<file path="src/rvdec_pkg.sv">
// Shared codes for the RV32I instruction decoder: major opcodes, instruction
// codes, immediate formats, memory access kinds and operand patterns.
// No dependencies.
package rvdec_pkg;

  // Major opcodes, instruction bits 6:2.
  localparam logic [4:0] OPC_LOAD     = 5'h00;
  localparam logic [4:0] OPC_MISC_MEM = 5'h03;
  localparam logic [4:0] OPC_OP_IMM   = 5'h04;
  localparam logic [4:0] OPC_AUIPC    = 5'h05;
  localparam logic [4:0] OPC_STORE    = 5'h08;
  localparam logic [4:0] OPC_OP       = 5'h0c;
  localparam logic [4:0] OPC_LUI      = 5'h0d;
  localparam logic [4:0] OPC_BRANCH   = 5'h18;
  localparam logic [4:0] OPC_JALR     = 5'h19;
  localparam logic [4:0] OPC_JAL      = 5'h1b;
  localparam logic [4:0] OPC_SYSTEM   = 5'h1c;

  // Function fields of SYSTEM with funct3 zero.
  localparam logic [11:0] F12_ECALL  = 12'h000;
  localparam logic [11:0] F12_EBREAK = 12'h001;
  localparam logic [11:0] F12_MRET   = 12'h302;
  localparam logic [11:0] F12_WFI    = 12'h105;

  // Instruction codes.
  localparam logic [5:0] IC_UNKNOWN = 6'd0;
  localparam logic [5:0] IC_LUI     = 6'd1;
  localparam logic [5:0] IC_AUIPC   = 6'd2;
  localparam logic [5:0] IC_JAL     = 6'd3;
  localparam logic [5:0] IC_JALR    = 6'd4;
  localparam logic [5:0] IC_BEQ     = 6'd5;
  localparam logic [5:0] IC_BNE     = 6'd6;
  localparam logic [5:0] IC_BLT     = 6'd7;
  localparam logic [5:0] IC_BGE     = 6'd8;
  localparam logic [5:0] IC_BLTU    = 6'd9;
  localparam logic [5:0] IC_BGEU    = 6'd10;
  localparam logic [5:0] IC_LB      = 6'd11;
  localparam logic [5:0] IC_LH      = 6'd12;
  localparam logic [5:0] IC_LW      = 6'd13;
  localparam logic [5:0] IC_LBU     = 6'd14;
  localparam logic [5:0] IC_LHU     = 6'd15;
  localparam logic [5:0] IC_SB      = 6'd16;
  localparam logic [5:0] IC_SH      = 6'd17;
  localparam logic [5:0] IC_SW      = 6'd18;
  localparam logic [5:0] IC_ADDI    = 6'd19;
  localparam logic [5:0] IC_SLLI    = 6'd20;
  localparam logic [5:0] IC_SLTI    = 6'd21;
  localparam logic [5:0] IC_SLTIU   = 6'd22;
  localparam logic [5:0] IC_XORI    = 6'd23;
  localparam logic [5:0] IC_SRLI    = 6'd24;
  localparam logic [5:0] IC_SRAI    = 6'd25;
  localparam logic [5:0] IC_ORI     = 6'd26;
  localparam logic [5:0] IC_ANDI    = 6'd27;
  localparam logic [5:0] IC_ADD     = 6'd28;
  localparam logic [5:0] IC_SUB     = 6'd29;
  localparam logic [5:0] IC_SLL     = 6'd30;
  localparam logic [5:0] IC_SLT     = 6'd31;
  localparam logic [5:0] IC_SLTU    = 6'd32;
  localparam logic [5:0] IC_XOR     = 6'd33;
  localparam logic [5:0] IC_SRL     = 6'd34;
  localparam logic [5:0] IC_SRA     = 6'd35;
  localparam logic [5:0] IC_OR      = 6'd36;
  localparam logic [5:0] IC_AND     = 6'd37;
  localparam logic [5:0] IC_FENCE   = 6'd38;
  localparam logic [5:0] IC_FENCE_I = 6'd39;
  localparam logic [5:0] IC_ECALL   = 6'd40;
  localparam logic [5:0] IC_EBREAK  = 6'd41;
  localparam logic [5:0] IC_MRET    = 6'd42;
  localparam logic [5:0] IC_WFI     = 6'd43;
  localparam logic [5:0] IC_CSRRW   = 6'd44;
  localparam logic [5:0] IC_CSRRS   = 6'd45;
  localparam logic [5:0] IC_CSRRC   = 6'd46;
  localparam logic [5:0] IC_CSRRWI  = 6'd47;
  localparam logic [5:0] IC_CSRRSI  = 6'd48;
  localparam logic [5:0] IC_CSRRCI  = 6'd49;

  // Immediate formats.
  localparam logic [2:0] FMT_NONE = 3'd0;
  localparam logic [2:0] FMT_I    = 3'd1;
  localparam logic [2:0] FMT_S    = 3'd2;
  localparam logic [2:0] FMT_B    = 3'd3;
  localparam logic [2:0] FMT_U    = 3'd4;
  localparam logic [2:0] FMT_J    = 3'd5;

  // Memory access kinds.
  localparam logic [3:0] MEM_NONE = 4'd0;
  localparam logic [3:0] MEM_LB   = 4'd1;
  localparam logic [3:0] MEM_LH   = 4'd2;
  localparam logic [3:0] MEM_LW   = 4'd3;
  localparam logic [3:0] MEM_LBU  = 4'd4;
  localparam logic [3:0] MEM_LHU  = 4'd5;
  localparam logic [3:0] MEM_SB   = 4'd6;
  localparam logic [3:0] MEM_SH   = 4'd7;
  localparam logic [3:0] MEM_SW   = 4'd8;

  // Operand patterns.
  localparam logic [3:0] PAT_NONE        = 4'd0;
  localparam logic [3:0] PAT_RD_RS1_RS2  = 4'd1;
  localparam logic [3:0] PAT_RD_RS1_IMM  = 4'd2;
  localparam logic [3:0] PAT_RD_RS1_SHAMT = 4'd3;
  localparam logic [3:0] PAT_RD_IMM      = 4'd4;
  localparam logic [3:0] PAT_RD_OFF_RS1  = 4'd5;
  localparam logic [3:0] PAT_RS2_OFF_RS1 = 4'd6;
  localparam logic [3:0] PAT_RS1_RS2_TGT = 4'd7;
  localparam logic [3:0] PAT_RD_TGT      = 4'd8;
  localparam logic [3:0] PAT_PRED_SUCC   = 4'd9;
  localparam logic [3:0] PAT_RD_CSR_RS1  = 4'd10;
  localparam logic [3:0] PAT_RD_CSR_ZIMM = 4'd11;

endpackage

</file>
<file path="src/rv32i_instruction_decoder.sv">
// RV32I instruction decoder: one input register, a decode stage and a
// result register. Depends on rvdec_pkg for all codes.
//
// Usage:
//   An item (pc, instr_word) is taken at a rising edge where start is high
//   and busy is low. busy is always low, so an item may be offered in every
//   clock cycle.
//   The item is captured in the input register at the accepting edge, decoded
//   combinationally from there, and its result is then held in the result
//   register and shown on the result ports, marked by done.
//   Throughput is one item per cycle; the decode logic and the pc plus
//   immediate adder between the two register stages set the cycle time.
//   Each result is shown for exactly one cycle and the receiver cannot
//   stall the block, so nothing is ever held back.
//   Reset (rst, synchronous, active high) clears the valid flags of both
//   stages; the data registers of both stages are not reset.
//   A word whose two low bits are not both set yields a result of all zeros.
module rv32i_instruction_decoder (
  input  logic               clk,
  input  logic               rst,
  input  logic               start,
  output logic               busy,
  input  logic [31:0]        pc,
  input  logic [31:0]        instr_word,
  output logic               done,
  output logic [5:0]         instr_code,
  output logic [2:0]         imm_format,
  output logic signed [31:0] immediate,
  output logic [4:0]         src1_reg,
  output logic [4:0]         src2_reg,
  output logic [4:0]         dest_reg,
  output logic [11:0]        csr_index,
  output logic [7:0]         fence_order,
  output logic [31:0]        target,
  output logic               writes_dest,
  output logic [3:0]         mem_op,
  output logic [3:0]         operand_pattern
);
  import rvdec_pkg::*;

  // Input register stage.
  logic        in_valid;
  logic [31:0] in_pc;
  logic [31:0] in_word;

  // Decoded values of the item in the input register.
  logic        full_size;
  logic [4:0]  op;
  logic [2:0]  f3;
  logic        alt;
  logic [11:0] f12;
  logic        sign;
  logic [5:0]  code_next;
  logic [2:0]  fmt_next;
  logic        wr_next;
  logic [3:0]  mem_next;
  logic [3:0]  pat_next;
  logic [31:0] imm_next;
  logic [31:0] target_next;

  // The block never refuses an item.
  assign busy = 1'b0;

  always_ff @(posedge clk) begin
    if (rst) begin
      in_valid <= 1'b0;
    end else begin
      in_valid <= start;
    end
  end

  always_ff @(posedge clk) begin
    if (start) begin
      in_pc   <= pc;
      in_word <= instr_word;
    end
  end

  // Field extraction.
  assign full_size = (in_word[1:0] == 2'b11);
  assign op        = in_word[6:2];
  assign f3        = in_word[14:12];
  assign alt       = in_word[30];
  assign f12       = in_word[31:20];
  assign sign      = in_word[31];

  // Class, code and attributes from opcode, funct3, bit 30 and bits 31:20.
  always_comb begin
    code_next = IC_UNKNOWN;
    fmt_next  = FMT_NONE;
    wr_next   = 1'b0;
    mem_next  = MEM_NONE;
    pat_next  = PAT_NONE;
    unique case (op)
      OPC_LUI: begin
        code_next = IC_LUI;
        fmt_next  = FMT_U;
        wr_next   = 1'b1;
        pat_next  = PAT_RD_IMM;
      end
      OPC_AUIPC: begin
        code_next = IC_AUIPC;
        fmt_next  = FMT_U;
        wr_next   = 1'b1;
        pat_next  = PAT_RD_IMM;
      end
      OPC_JAL: begin
        code_next = IC_JAL;
        fmt_next  = FMT_J;
        wr_next   = 1'b1;
        pat_next  = PAT_RD_TGT;
      end
      OPC_JALR: begin
        code_next = IC_JALR;
        fmt_next  = FMT_I;
        wr_next   = 1'b1;
        pat_next  = PAT_RD_OFF_RS1;
      end
      OPC_BRANCH: begin
        fmt_next = FMT_B;
        pat_next = PAT_RS1_RS2_TGT;
        unique case (f3)
          3'd0:    code_next = IC_BEQ;
          3'd1:    code_next = IC_BNE;
          3'd4:    code_next = IC_BLT;
          3'd5:    code_next = IC_BGE;
          3'd6:    code_next = IC_BLTU;
          3'd7:    code_next = IC_BGEU;
          default: code_next = IC_UNKNOWN;
        endcase
      end
      OPC_LOAD: begin
        fmt_next = FMT_I;
        wr_next  = 1'b1;
        pat_next = PAT_RD_OFF_RS1;
        unique case (f3)
          3'd0: begin
            code_next = IC_LB;
            mem_next  = MEM_LB;
          end
          3'd1: begin
            code_next = IC_LH;
            mem_next  = MEM_LH;
          end
          3'd2: begin
            code_next = IC_LW;
            mem_next  = MEM_LW;
          end
          3'd4: begin
            code_next = IC_LBU;
            mem_next  = MEM_LBU;
          end
          3'd5: begin
            code_next = IC_LHU;
            mem_next  = MEM_LHU;
          end
          default: begin
            code_next = IC_UNKNOWN;
            mem_next  = MEM_NONE;
          end
        endcase
      end
      OPC_STORE: begin
        fmt_next = FMT_S;
        pat_next = PAT_RS2_OFF_RS1;
        unique case (f3)
          3'd0: begin
            code_next = IC_SB;
            mem_next  = MEM_SB;
          end
          3'd1: begin
            code_next = IC_SH;
            mem_next  = MEM_SH;
          end
          3'd2: begin
            code_next = IC_SW;
            mem_next  = MEM_SW;
          end
          default: begin
            code_next = IC_UNKNOWN;
            mem_next  = MEM_NONE;
          end
        endcase
      end
      OPC_OP_IMM: begin
        fmt_next = FMT_I;
        wr_next  = 1'b1;
        pat_next = ((f3 == 3'd1) || (f3 == 3'd5)) ? PAT_RD_RS1_SHAMT : PAT_RD_RS1_IMM;
        unique case (f3)
          3'd0:    code_next = IC_ADDI;
          3'd1:    code_next = IC_SLLI;
          3'd2:    code_next = IC_SLTI;
          3'd3:    code_next = IC_SLTIU;
          3'd4:    code_next = IC_XORI;
          3'd5:    code_next = alt ? IC_SRAI : IC_SRLI;
          3'd6:    code_next = IC_ORI;
          default: code_next = IC_ANDI;
        endcase
      end
      OPC_OP: begin
        wr_next  = 1'b1;
        pat_next = PAT_RD_RS1_RS2;
        unique case (f3)
          3'd0:    code_next = alt ? IC_SUB : IC_ADD;
          3'd1:    code_next = IC_SLL;
          3'd2:    code_next = IC_SLT;
          3'd3:    code_next = IC_SLTU;
          3'd4:    code_next = IC_XOR;
          3'd5:    code_next = alt ? IC_SRA : IC_SRL;
          3'd6:    code_next = IC_OR;
          default: code_next = IC_AND;
        endcase
      end
      OPC_MISC_MEM: begin
        if (f3 == 3'd0) begin
          code_next = IC_FENCE;
          fmt_next  = FMT_I;
          pat_next  = PAT_PRED_SUCC;
        end else if (f3 == 3'd1) begin
          code_next = IC_FENCE_I;
          fmt_next  = FMT_I;
        end
      end
      OPC_SYSTEM: begin
        unique case (f3) inside
          3'd0: begin
            // Privileged and environment calls are told apart by bits 31:20.
            fmt_next = FMT_I;
            unique case (f12)
              F12_ECALL:  code_next = IC_ECALL;
              F12_EBREAK: code_next = IC_EBREAK;
              F12_MRET:   code_next = IC_MRET;
              F12_WFI:    code_next = IC_WFI;
              default:    code_next = IC_UNKNOWN;
            endcase
          end
          [3'd1:3'd3]: begin
            fmt_next = FMT_I;
            wr_next  = 1'b1;
            pat_next = PAT_RD_CSR_RS1;
            unique case (f3)
              3'd1:    code_next = IC_CSRRW;
              3'd2:    code_next = IC_CSRRS;
              default: code_next = IC_CSRRC;
            endcase
          end
          [3'd5:3'd7]: begin
            fmt_next = FMT_I;
            wr_next  = 1'b1;
            pat_next = PAT_RD_CSR_ZIMM;
            unique case (f3)
              3'd5:    code_next = IC_CSRRWI;
              3'd6:    code_next = IC_CSRRSI;
              default: code_next = IC_CSRRCI;
            endcase
          end
          default: begin
            code_next = IC_UNKNOWN;
          end
        endcase
      end
      default: begin
        code_next = IC_UNKNOWN;
      end
    endcase
  end

  // Sign-extended immediate for the selected format.
  always_comb begin
    unique case (fmt_next)
      FMT_I:   imm_next = {{20{sign}}, in_word[31:20]};
      FMT_S:   imm_next = {{20{sign}}, in_word[31:25], in_word[11:7]};
      FMT_B:   imm_next = {{20{sign}}, in_word[7], in_word[30:25], in_word[11:8], 1'b0};
      FMT_U:   imm_next = {in_word[31:12], 12'h000};
      FMT_J:   imm_next = {{12{sign}}, in_word[19:12], in_word[20], in_word[30:21], 1'b0};
      default: imm_next = 32'h0000_0000;
    endcase
  end

  // Branch or jump target wraps modulo 2^32.
  assign target_next = in_pc + imm_next;

  // Result register; a compressed-size word gives all zeros.
  always_ff @(posedge clk) begin
    if (rst) begin
      done <= 1'b0;
    end else begin
      done <= in_valid;
    end
  end

  always_ff @(posedge clk) begin
    if (in_valid) begin
      if (full_size) begin
        instr_code      <= code_next;
        imm_format      <= fmt_next;
        immediate       <= imm_next;
        src1_reg        <= in_word[19:15];
        src2_reg        <= in_word[24:20];
        dest_reg        <= in_word[11:7];
        csr_index       <= f12;
        fence_order     <= in_word[27:20];
        target          <= target_next;
        writes_dest     <= wr_next;
        mem_op          <= mem_next;
        operand_pattern <= pat_next;
      end else begin
        instr_code      <= IC_UNKNOWN;
        imm_format      <= FMT_NONE;
        immediate       <= '0;
        src1_reg        <= '0;
        src2_reg        <= '0;
        dest_reg        <= '0;
        csr_index       <= '0;
        fence_order     <= '0;
        target          <= '0;
        writes_dest     <= 1'b0;
        mem_op          <= MEM_NONE;
        operand_pattern <= PAT_NONE;
      end
    end
  end

  // Every accepted item produces a result marked by done.
  assert property (@(posedge clk) disable iff (rst) start |-> ##2 done)
    else $error("accepted item produced no result");

  // A result with no immediate format carries a zero immediate.
  assert property (@(posedge clk) disable iff (rst)
    (done && (imm_format == FMT_NONE)) |-> (immediate == 32'sd0))
    else $error("immediate set without a format");

  // Memory accesses only come with an offset addressing pattern.
  assert property (@(posedge clk) disable iff (rst)
    (done && (mem_op != MEM_NONE)) |->
      ((operand_pattern == PAT_RD_OFF_RS1) || (operand_pattern == PAT_RS2_OFF_RS1)))
    else $error("memory access with a non-memory operand pattern");

  // Every class that writes a register has an operand pattern.
  assert property (@(posedge clk) disable iff (rst)
    (done && writes_dest) |-> (operand_pattern != PAT_NONE))
    else $error("register write without an operand pattern");

endmodule
</file>
<file path="config.mk">
export PLATFORM = sky130hd
export DESIGN_NAME = rv32i_instruction_decoder
export DESIGN_NICKNAME = d
export VERILOG_FILES = /design/src/rvdec_pkg.sv /design/src/rv32i_instruction_decoder.sv
export SDC_FILE = /design/constraint.sdc
export NUM_CORES = 1
export LEC_CHECK = 0
export ABC_AREA = 1
export BUFFER_PORTS_ARGS = -buffer_cell sky130_fd_sc_hd__buf_2
export CORE_UTILIZATION = 40
export DETAILED_ROUTE_END_ITERATION = 8
export GPL_TIMING_DRIVEN = 0
export REMOVE_ABC_BUFFERS = 1
export SLEW_MARGIN = 15
export SYNTH_ARGS = -nofsm -noshare
export SYNTH_HDL_FRONTEND = slang
export SYNTH_SLANG_ARGS = --single-unit
</file>
<file path="constraint.sdc">
create_clock -name clk -period 3.3 [get_ports clk]
set_clock_uncertainty 0.05 [all_clocks]
set_input_delay 0.165 -clock clk [delete_from_list [all_inputs] [get_ports clk]]
set_output_delay 0.165 -clock clk [all_outputs]
set_load 0.005 [all_outputs]
</file>
# Word level (Yosys, flattened, before mapping)
# Index checks and enable logic that the tools add are counted.
[word_totals]
elab_cells = 88
input_bits = 67
register_bits = 183
output_inout_bits = 119
[op_classes]
magnitude_cmp = 4
n_addsub = 1
mux = 29
reduce_logical = 12
n_eq_ne = 26
[op_table]
columns = ["operator", "count"]
rows = [
  ["32-bit one-hot mux with 5 select lines", 1],
  ["6-bit one-hot mux with 11 select lines", 1],
  ["6-bit one-hot mux with 7 select lines", 1],
  ["4-bit one-hot mux with 9 select lines", 1],
  ["32-bit adder", 1],
  ["4-bit one-hot mux with 7 select lines", 1],
  ["4-bit one-hot mux with 6 select lines", 1],
  ["6-bit one-hot mux with 4 select lines", 1],
  ["3-bit one-hot mux with 7 select lines", 1],
  ["5-bit equality test (second input constant)", 4],
  ["4-bit one-hot mux with 5 select lines", 1],
  ["3-bit equality test (second input constant)", 6],
  ["6-bit one-hot mux with 3 select lines", 1],
  ["4-bit one-hot mux with 2 select lines", 2],
  ["5-bit by 4-bit equality test with 1-bit output (second input constant)", 3],
  ["3-bit one-hot mux with 5 select lines", 1],
  ["5-bit one-hot mux with 3 select lines", 1],
  ["12-bit by 1-bit equality test with 1-bit output (second input constant)", 1],
  ["12-bit by 10-bit equality test with 1-bit output (second input constant)", 1],
  ["12-bit by 9-bit equality test with 1-bit output (second input constant)", 1],
  ["3-bit by 2-bit equality test with 1-bit output (second input constant)", 4],
  ["12-bit logical NOT", 1],
  ["6-bit 2-to-1 mux", 2],
  ["4-bit one-hot mux with 3 select lines", 1],
  ["other kinds (20)", 33],
]

# Logic depth before layout (Yosys ltp)
[logic_depth]
word_depth = 8
depth_mapped = 24
mapped_depth_nobuf = 22

# Least setup slack after synthesis
# OpenSTA, ideal clock, no wires.
[synth_timing]
path_type = "register to register"
startpoint = "reg in_word[3]"
endpoint = "reg target[28] (data pin)"
stages_incl_launch_ff = 19
path_slack_ps = 100
required_ps = 2995
t_arrival_ps = 2896
synth_period_minus_slack_ps = 3200
setup_ps = 255
n_path_buf = 0
cell_sequence = "edfxtp_1 nor2_1 nand3_1 nor2_2 nor2_2 nand2_4 nand2_1 nand2_1 ha_1 inv_1 fa_1 o21ai_0 nand2_1 nand2_1 nand2_1 nand2_1 nand2_1 a21oi_1 nor2_1"
[synth_between]
elab_chain_len = 6
word_cells_on_any_way = 20
classes_between = "1 x add/sub; 14 x eq/ne; 2 x mux; 3 x reduce/logical"
[synth_rtl]
columns = ["item", "line", "text"]
rows = [
  ["start: declaration", "rv32i_instruction_decoder.sv:44", "logic [31:0] in_word;"],
  ["start signal: assignment", "rv32i_instruction_decoder.sv:75", "in_word <= instr_word;"],
  ["5-bit by 3-bit equality test with 1-bit output (tied with other cells)", "rv32i_instruction_decoder.sv:94", "unique case (op)"],
  ["3-bit OR reduction (no source line) / 2-bit OR reduction (equally long branches)", "-", ""],
  ["3-bit one-hot mux with 7 select lines *", "rv32i_instruction_decoder.sv:94", ""],
  ["3-bit equality test (tied with other cells)", "rv32i_instruction_decoder.sv:270", "unique case (fmt_next)"],
  ["32-bit one-hot mux with 5 select lines *", "rv32i_instruction_decoder.sv:270", ""],
  ["net imm_next[0]", "rv32i_instruction_decoder.sv:58", "logic [31:0] imm_next;"],
  ["32-bit adder *", "rv32i_instruction_decoder.sv:281", "assign target_next = in_pc + imm_next;"],
  ["end signal: assignment", "rv32i_instruction_decoder.sv:303", "target <= target_next;"],
  ["end: declaration", "rv32i_instruction_decoder.sv:34", "output logic [31:0] target,"],
]
# Mark *: on every way through the listed nets, which the timed path passes. The rest lies on a longest branch.
# A chain may end at the register's enable or synchronous reset.

# Worst setup path in the final report
[layout_timing]
startpoint = "reg in_word[6]"
endpoint = "reg target[12] (data pin)"
# The elaborated chain is that of the path after synthesis.

==> impl_metrics.json <==
{
  "status": "finished, violations left",
  "violations": "design-rule violations, negative setup slack",
  "syn_area_mm2": 0.00903,
  "synth_top_flop_cell": "edfxtp_1",
  "drt_pass1_iterations": 7,
  "clk_latency_ps": 440,
  "grt_pass1_wl_mm": 42.7,
  "clockRootBuffer": "clkbuf_16",
  "vias_per_cell": 5.18,
  "post_drt_wl_per_cell_um": 18.3,
  "hold_viol": 0,
  "rsz0062_at_grt": "true",
  "async_flop_share": 0,
  "antenna_cells": 0,
  "cts_inserted_buffers": 17,
  "critPathBufInv": 6,
  "ant_nets": 0,
  "tritoncts": "done",
  "cp_data_arrival_time_ps": 3470,
  "setup_ws_ps": -21.2,
  "r2r-start": "in_word[6]",
  "tightest_slew_ps": 1090,
  "place_congestion": 0.882,
  "clock-sinks": 170,
  "placement.io_buffers": 184,
  "min_path_type": "input port to flop",
  "r2r_cells": 20,
  "drv_cap": 0,
  "worst_ir_drop_vdd_mv": 0.270,
  "grt_util_all_layers": 0.242,
  "ioPinCount": 186,
  "min_period_ps": 3320,
  "area_growth_pct": 45.8,
  "dp.cells": 1422,
  "critPathMaxStageDelay_ps": 530,
  "grt_pass1_vias": 7754,
  "clkTransAtPathRegs_ps": 80,
  "core_mm2": 0.0220,
  "synth-seq-cells": 170,
  "finalMaxSlewViolations": 0,
  "tns_ps": -78.1,
  "synth_enable_flop_cells": 168,
  "cpMaxStageDelayCell": "edfxtp_1",
  "ctsHtreeMaxLevel": 4,
  "relSlewSlack": 0.270,
  "yosys_warnings": 0,
  "drive_gt1_frac": 0.386,
  "rrSetupSlack_ps": -20,
  "cellPowerDensity_mw_per_mm2": 488,
  "critPathTopFamily": "simple AND/OR/NAND/NOR gates",
  "grt_max_degree": 56,
  "crit_chain": "buf_6, nand3_4, nand3_4, inv_2, nand2_4, nor4_4, buf_4, buf_6, nor2_4, ha_4, buf_6, nand2_4, nor2_2, nand2_1, nand2_2, nand2_2, nand2_4, buf_4, a21oi_1, o21a_1",
  "synth.avg_cell_area_um2": 9.14,
  "route.detailed.drc": 15,
  "syn_inst": 988,
  "ctsLongestPathBuffers": 2,
  "fin_cells": 1579,
  "finalNetCount": 1385,
  "die_w_um": 152,
  "start_util": 0.411,
  "grt-ovfl-total": 0,
  "synth_seq_area_share": 0.563,
  "holdPathStages": 3,
  "critPathMaxFanout": 6,
  "dp_hpwl_mm": 19.0,
  "hp-start": "start",
  "start_kind": "flop",
  "hold_ws_ps": 41.1,
  "crit_type": "flop to flop",
  "ys_types": 42,
  "setup_viol": 7,
  "dieArea_mm2": 0.0232,
  "cp-end-kind": "flop",
  "post-place-ws_ps": -766,
  "fin_crit_sh": 1.01,
  "antenna_found_initial": 0,
  "wl_mm": 28.8,
  "vias": 8185,
  "p_leak_nw": 5.53,
  "min_to": "in_valid",
  "die_h_um": 152,
  "row_count": 54,
  "timing.rr.end": "target[12]",
  "max_clock_freq_mhz": 301,
  "drt_iter0_drc": 603,
  "required_ps": 3450
}
## logic make-up (layout without fill, tap and decap cells)
group,Yosys count,count (layout),share of synthesized area
XOR/XNOR,1,1,0.000971
other,1,1,0.000415
buffers and inverters,161,471,0.0760
flip-flops,170,170,0.563
AO/OA/AOI/OAI,150,150,0.0947
adder cells (fa/ha/maj),32,32,0.0452
AND/OR/NAND/NOR,473,474,0.219
## where the power goes
| part | switching, mW | internal [mW] |
|---|---|---|
| Sequential | 0.108 | 2.55 |
| Combinational | 0.918 | 0.648 |
| Clock | 0.965 | 1.22 |
## metrics by stage
step                 util  power (mW)  area (um^2)
finish              0.599        6.42        13200
global route        0.599        6.66        13200
CTS                 0.554        6.10        12200
detailed placement  0.464        3.68        10200
global placement    0.460        3.68        10100
floorplan               -        3.27         8820
## synthesized netlist by cell type, types with 2 or more instances
| cell type | number | area, um^2 |
|---|---|---|
| nand2_1 | 250 | 938 |
| edfxtp_1 | 168 | 5040 |
| nor2_1 | 132 | 495 |
| inv_1 | 122 | 458 |
| a21oi_1 | 77 | 385 |
| nand3_1 | 41 | 205 |
| o21ai_0 | 34 | 170 |
| ha_1 | 31 | 388 |
| buf_4 | 14 | 105 |
| clkbuf_1 | 13 | 48.8 |
| nor3_1 | 13 | 65.1 |
| a41oi_1 | 11 | 96.3 |
| nand2_2 | 11 | 68.8 |
| a31oi_1 | 7 | 43.8 |
| nand4_1 | 7 | 43.8 |
| a22oi_1 | 5 | 37.5 |
| o21bai_1 | 5 | 37.5 |
| buf_2 | 4 | 20.0 |
| inv_2 | 4 | 15.0 |
| o21a_1 | 4 | 30.0 |
| and2_1 | 3 | 18.8 |
| nand2_4 | 3 | 33.8 |
| nor2_2 | 3 | 18.8 |
| nor4_1 | 3 | 18.8 |
| a21o_1 | 2 | 15.0 |
| clkinv_1 | 2 | 7.51 |
| dfxtp_1 | 2 | 40.0 |
| nand3_2 | 2 | 20.0 |
| nand3b_1 | 2 | 15.0 |
## cells in the final DEF (no fill, tap or decap), types with 21 or more instances in the layout
master | synthesis | layout
a21oi_1 | 77 | 48
a21oi_2 | 0 | 23
buf_2 | 4 | 183
buf_4 | 14 | 50
dlygate4sd3_1 | 0 | 65
edfxtp_1 | 168 | 168
ha_4 | 0 | 21
inv_1 | 122 | 111
nand2_1 | 250 | 186
nand2_2 | 11 | 52
nand2_4 | 3 | 25
nand3_1 | 41 | 27
nor2_1 | 132 | 94
nor2_4 | 1 | 22
o21ai_0 | 34 | 21
## per-layer routing
layer  GRT usage  up-vias  routed length, um
li1            -     3919                  -
met1       0.340     3866              12900
met2       0.382      360              13600
met3      0.0401       40               1800
met4      0.0748        0                587
met5           0        -                  0
## layout make-up
type / instances / area (um^2)
clock buffer: 17 / 425
clock inverter: 15 / 211
multi-input combinational: 658 / 4410
fill: 1836 / 8800
sequential: 170 / 5090
inverter: 128 / 502
tap: 280 / 350
timing repair buffer: 311 / 2170
## worst max-delay path by stage
stage,start,slack [ps],endpoint,depth (start not counted)
final,in_word[6],-20,target[12],20
after global routing,in_word[6],-150,target[29],20
after CTS,in_word[6],-20,target[26],18
after detailed placement,in_word[14],-770,target[28],18
after global placement,in_word[1],-1240,operand_pattern[3],4
after floorplan,in_word[3],90,target[20],20
## worst register-to-register path, stage by stage, from the launching register on
cell      delay, ps
edfxtp_1        530
buf_6           180
nand3_4         100
nand3_4         100
inv_2            70
nand2_4          90
nor4_4          320
buf_4           200
buf_6           120
nor2_4           50
ha_4            320
buf_6           110
nand2_4          60
nor2_2          110
nand2_1          70
nand2_2         130
nand2_2          80
nand2_4          90
buf_4           110
a21oi_1          50
o21a_1          130
## what timing repair did
| item | CTS | global route |
|---|---|---|
| setup buffers | 33 | 25 |
| pin swaps | 32 | 67 |
| endpoints found under the setup margin | 26 | 24 |
| gates resized for setup | 107 | 186 |
| endpoints found under the hold margin | 66 | 0 |
| hold buffers | 65 | 0 |
| gates cloned | 0 | 2 |
Power figures use the tool's default switching activity.
